## config.mk

```make
export PLATFORM = sky130hd
export DESIGN_NAME = sito_dim
export DESIGN_NICKNAME = d
export VERILOG_FILES = /design/src/sv/sito_pkg.sv /design/src/sv/sito_div_stage.sv /design/src/sv/sito_dim.sv
export SDC_FILE = /design/constraint.sdc
export NUM_CORES = 2
export LEC_CHECK = 0
export ABC_AREA = 1
export BUFFER_PORTS_ARGS = -buffer_cell sky130_fd_sc_hd__buf_2
export CORE_UTILIZATION = 48
export CTS_CLUSTER_DIAMETER = 40
export DETAILED_ROUTE_END_ITERATION = 7
export PLACE_DENSITY = 0.65
export SYNTH_ARGS = -nofsm -noshare
export SYNTH_HDL_FRONTEND = slang
export SYNTH_HIERARCHICAL = 1
export SYNTH_SLANG_ARGS = --single-unit
```

## constraint.sdc

```tcl
create_clock -name clk -period 8.5 [get_ports clk]
set_input_delay 0.425 -clock clk [delete_from_list [all_inputs] [get_ports clk]]
set_output_delay 0.425 -clock clk [all_outputs]
set_load 0.005 [all_outputs]
```

## src/sv/sito_pkg.sv

```systemverilog
`timescale 1ns / 1ps
// ----------------------------------------------------------------------------
// sito_pkg: shared types and constants of the strided index-to-offset block
// Widths, pipeline depth figures, register map codes and the stage record
// that flows through the divider chain.
// ----------------------------------------------------------------------------
package sito_pkg;

	// tensor shape
	localparam int NUM_DIMS    = 4;
	localparam int MAX_DIMS    = 4;
	localparam int ACTIVE_DIMS = (MAX_DIMS > NUM_DIMS) ? NUM_DIMS :
	                             ((MAX_DIMS < 1) ? 1 : MAX_DIMS);
	localparam int FIRST_DIM   = NUM_DIMS - ACTIVE_DIMS;

	// field widths
	localparam int SIZE_W   = 16;
	localparam int STRIDE_W = 24;
	localparam int INDEX_W  = 32;
	localparam int OFFSET_W = 48;
	localparam int PROD_W   = SIZE_W + STRIDE_W;

	// divider: quotient bits resolved per stage
	localparam int STEP_BITS   = 4;
	localparam int DIV_STAGES  = INDEX_W / STEP_BITS;
	localparam int DIM_LATENCY = DIV_STAGES + 2;
	localparam int LATENCY     = NUM_DIMS * DIM_LATENCY;
	localparam int CNT_W       = $clog2(LATENCY + 2);

	// configuration port
	localparam int ADDR_W = 5;
	localparam int DATA_W = 32;

	typedef enum logic [2:0] {
		REG_DIM0_SIZE,
		REG_DIM1_SIZE,
		REG_DIM2_SIZE,
		REG_DIM3_SIZE,
		REG_DIM0_STRIDE,
		REG_DIM1_STRIDE,
		REG_DIM2_STRIDE,
		REG_DIM3_STRIDE
	} reg_idx_t;

	// one pipeline slot: partial remainder, shifting dividend/quotient word, offset sum
	typedef struct packed {
		logic                valid;
		logic [SIZE_W-1:0]   part;
		logic [INDEX_W-1:0]  word;
		logic [OFFSET_W-1:0] acc;
	} sito_div_t;

endpackage

```

## src/sv/sito_div_stage.sv

```systemverilog
`timescale 1ns / 1ps
// ----------------------------------------------------------------------------
// sito_div_stage: one stage of the restoring divider
// Resolves STEP_BITS quotient bits of a 32 by 16 bit division and carries
// the offset sum alongside.
// ----------------------------------------------------------------------------
module sito_div_stage import sito_pkg::*; (
	input  logic              clk,
	input  logic              arst_n,
	input  logic              adv,
	input  sito_div_t         cur,
	input  logic [SIZE_W-1:0] divisor,
	output sito_div_t         nxt
);

	logic                valid_s1;
	logic [SIZE_W-1:0]   part_s1;
	logic [INDEX_W-1:0]  word_s1;
	logic [OFFSET_W-1:0] acc_s1;
	logic [SIZE_W-1:0]   part_c;
	logic [INDEX_W-1:0]  word_c;

	// shift in dividend bits, subtract divisor where it fits
	always_comb begin
		logic [SIZE_W:0] trial;
		logic            fits;
		part_c = cur.part;
		word_c = cur.word;
		for (int i = 0; i < STEP_BITS; i++) begin
			trial = {part_c, word_c[INDEX_W-1]};
			fits  = (trial >= {1'b0, divisor});
			if (fits) begin
				part_c = SIZE_W'(trial - {1'b0, divisor});
			end else begin
				part_c = trial[SIZE_W-1:0];
			end
			word_c = {word_c[INDEX_W-2:0], fits};
		end
	end

	// advance the valid bit
	always_ff @(posedge clk or negedge arst_n) begin
		if (!arst_n) begin
			valid_s1 <= 1'b0;
		end else if (adv) begin
			valid_s1 <= cur.valid;
		end
	end

	// advance the payload
	always_ff @(posedge clk) begin
		if (adv) begin
			part_s1 <= part_c;
			word_s1 <= word_c;
			acc_s1  <= cur.acc;
		end
	end

	assign nxt = '{valid: valid_s1, part: part_s1, word: word_s1, acc: acc_s1};

endmodule

```

## src/sv/sito_dim.sv

```systemverilog
`timescale 1ns / 1ps
// ----------------------------------------------------------------------------
// sito_dim: one tensor dimension
// Divides the remaining index by the dimension size over a chain of divider
// stages, multiplies the coordinate by the stride and adds it to the offset.
// ----------------------------------------------------------------------------
module sito_dim import sito_pkg::*; (
	input  logic                clk,
	input  logic                arst_n,
	input  logic                adv,
	input  logic                dim_on,
	input  logic [SIZE_W-1:0]   size,
	input  logic [STRIDE_W-1:0] stride,
	input  sito_div_t           dim_in,
	output sito_div_t           dim_out
);

	sito_div_t           chain [DIV_STAGES+1];
	logic [SIZE_W-1:0]   divisor;
	logic                valid_s1;
	logic [INDEX_W-1:0]  quot_s1;
	logic [OFFSET_W-1:0] acc_s1;
	logic [PROD_W-1:0]   prod_s1;
	logic                valid_s2;
	logic [INDEX_W-1:0]  quot_s2;
	logic [OFFSET_W-1:0] acc_s2;

	// a zero size or an unused dimension acts as size one
	assign divisor = (!dim_on || size == '0) ? SIZE_W'(1) : size;

	assign chain[0] = '{valid: dim_in.valid, part: '0, word: dim_in.word, acc: dim_in.acc};

	for (genvar s = 0; s < DIV_STAGES; s++) begin : g_div
		sito_div_stage u_stage (
			.clk     (clk),
			.arst_n  (arst_n),
			.adv     (adv),
			.cur     (chain[s]),
			.divisor (divisor),
			.nxt     (chain[s+1])
		);
	end

	// hold valid bits of the multiply and add stages
	always_ff @(posedge clk or negedge arst_n) begin
		if (!arst_n) begin
			valid_s1 <= 1'b0;
			valid_s2 <= 1'b0;
		end else if (adv) begin
			valid_s1 <= chain[DIV_STAGES].valid;
			valid_s2 <= valid_s1;
		end
	end

	// multiply coordinate by stride, then accumulate
	always_ff @(posedge clk) begin
		if (adv) begin
			quot_s1 <= chain[DIV_STAGES].word;
			acc_s1  <= chain[DIV_STAGES].acc;
			prod_s1 <= PROD_W'(chain[DIV_STAGES].part) * PROD_W'(stride);
			quot_s2 <= quot_s1;
			acc_s2  <= acc_s1 + OFFSET_W'(prod_s1);
		end
	end

	assign dim_out = '{valid: valid_s2, part: '0, word: quot_s2, acc: acc_s2};

endmodule

```

==> results.cfg <==
[place]
place_congestion = 0.9553
place_ws_ps = -883.0
dp_hpwl_mm = 180.6
port_buffers = 205

[floorplan]
initial_core_util = 0.4858
fp-row-count = 149
coreArea_mm2 = 0.1657
io_pins = 238
die_x_um = 411.6
dieArea_mm2 = 0.1694
chipHeight_um = 411.6

[sta]
setup_violations = 0
worstMarginPinSlew_ps = 1171
fmax_ghz = 0.1242
fin_worst_skew_ps = 49.14
finalCritPeriodShare = 0.9470
post-route-min-period_ps = 8049
fin_ws_ps = 450.7
hold_viol = 0
max_slew_margin = 0.2196
slew_viol_final = 0

[outcome]
violations = design-rule violations
outcome = complete, but fails checks

[yosys]
ys_ff_latch = 978
yosysTopAreaCell = edfxtp_1
netlist_top_cells_count = 3,030 x nand2_1, 1,515 x inv_1, 968 x edfxtp_1
synth_edf_count = 968
synth_area_leaders = edfxtp_1 36%, nand2_1 14%, ha_1 10%
ys_types = 63
yosys_warnings = 6
synthArstFlopShare = 0.01022
synth_top_area_frac = 0.3610
synthCells = 9639
syn_area_mm2 = 0.08052
ys.flop_type = edfxtp_1
avgSynthCellArea_um2 = 8.354
yosysMostFrequentCell = nand2_1
synth-seq-area-share = 0.3641

[detailed_routing]
antenna_left = 0
drc = 2
wirelength_mm = 228.6
vias_per_cell = 5.078
num_vias = 68530
wl_per_cell_um = 16.94
dr.pass1.iters = 8
drt-initial-drc-count = 4602

[finish]
nNetsFinal = 12330
area_growth_syn_to_layout_pct = 23.51
drive_above_1_share = 0.1897

[flow_run]
max-cap-violations = 0

[clock_network]
root_buffer = clkbuf_16
numCtsBuffers = 141
clk_latency_ps = 830
cts_tree = done
clock_sinks = 978
clk_pin_slew_ps = 50
clockBufferDepth = 3
htreeDepth = 4

[critical_path]
crit_path_start_kind = primary input
cp_max_fo = 15
cp-end-kind = flip-flop
critPathMaxStageDelay_ps = 670
worstPathRequired_ps = 9030
crit_type = in -> reg
cp_slowest_cell = nor2_2
cpMostUsedCell = nand2_1
arrival_ps = 8580

[global_route]
antenna_found_initial = 3
grt_pass1_vias = 67850
grt_max_degree = 171
overflow = 0
gr-usage-all-layers = 0.2706
grt_pass1_wl_mm = 360.4

[min_path]
hp-class = in -> reg
==> final timing paths <==
path / start / end / slack (ps) / cells past startpoint
worst max-delay path: size[13] / g_div[0].u_stage/part_s1[3] / 450 / 55
worst min-delay path: adv / g_div[0].u_stage/word_s1[19] / 190 / 1
worst max register to register: g_div[4].u_stage/part_s1[9] / g_div[5].u_stage/part_s1[15] / 960 / 44
worst min register to register: g_div[7].u_stage/word_s1[15] / quot_s1[15] / 390 / 0
max in group asynchronous: arst_n / g_div[4].u_stage/valid_s1 / 7570 / 3
min in group asynchronous: arst_n / valid_s2 / 620 / 3
==> cells in the final DEF, fill, tap and decap left out, types with 20 or more instances in the layout <==
master and count:
a21boi_0 22, a21o_1 38, a21oi_1 448, a21oi_2 21
a31oi_1 37, buf_12 44, buf_2 204, buf_4 1215
clkbuf_16 141, clkinv_1 20, conb_1 49, dlygate4sd3_1 80
edfxtp_1 968, fa_1 339, ha_1 659, inv_1 1513
inv_2 47, nand2_1 3024, nand2_2 110, nand2_4 24
nand3_1 573, nand3_2 30, nand3b_1 41, nand4_1 88
nor2_1 389, nor2_2 58, nor2_4 20, nor3_1 43
o21a_1 30, o21ai_0 217, o21ai_1 20, o21ai_2 41
o21bai_1 27, xnor2_1 194, xor2_1 250
==> worst max-delay path, delay by kind of cell <==
kind,cells,cell delay [ps]
compound gates,5,900
simple gates,36,4250
buf+inv,10,1550
fa+ha+maj,4,1360
==> per-layer routing <==
metal	vias to the layer above	routed length, µm	share of wire	GRT usage
li1	34270	-	-	-
met1	32140	102000	0.45	0.3583
met2	1690	106300	0.46	0.4482
met3	433	11210	0.049	0.03555
met4	2	9123	0.040	0.1068
met5	-	12	0.000052	0
==> cells by family after synthesis <==
kind of cell / count (synthesis) / share of synthesized area
flops: 978 / 0.3641
simple gates: 4488 / 0.2419
mux: 8 / 0.001119
fa+ha+maj: 1003 / 0.1875
other cells: 1 / 0.00004657
compound gates: 950 / 0.06845
buf+inv: 1766 / 0.08841
xor+xnor: 445 / 0.04850
==> area by class of cell <==
class	count	area (µm²)
multi-input combinational	6950	44610
timing repair buffer	1548	11880
fill	14680	66290
antenna	4	10.01
tap	2189	2739
sequential	978	29320
clock buffer	153	3583
clock inverter	107	1406
inverter	1568	5898
==> stage by stage <==
step / area, µm² / TNS [ps] / cells / hold slack [ps] / utilization
after CTS: 98920 / 0 / 13470 / 136.2 / 0.5968
after detailed placement: 93120 / -71330 / 13130 / 289.6 / 0.5619
after global routing: 99440 / -720.9 / 13490 / 176.3 / 0.6000
after global placement: 93120 / -54560 / 13130 / 284.9 / 0.5619
after floorplan: 80710 / 0 / 9687 / 129.4 / -
final: 99450 / 0 / 13500 / 187.8 / 0.6000
==> what timing repair did <==
item | 4_1_cts | 5_1_grt
endpoints found under the setup margin | 2 | 113
hold endpoints to repair | 88 | 0
pin swaps | 0 | 11
hold buffers | 80 | 0
buffers inserted | 0 | 15
gates cloned | 0 | 7
resized for setup | 2 | 68
==> sequential cells by signal, indices dropped and copies added (netlist names) <==
name / cells
valid_s2: 1
quot_s1: 32
g_div.u_stage/valid_s1: 8
valid_s1: 1
quot_s2: 32
g_div.u_stage/part_s1: 128
g_div.u_stage/word_s1: 256
g_div.u_stage/acc_s1: 384
acc_s1: 48
prod_s1: 40
acc_s2: 48
Power is not shown: default switching activity piles up to over one toggle a cycle in this logic, so the estimate is an artifact.
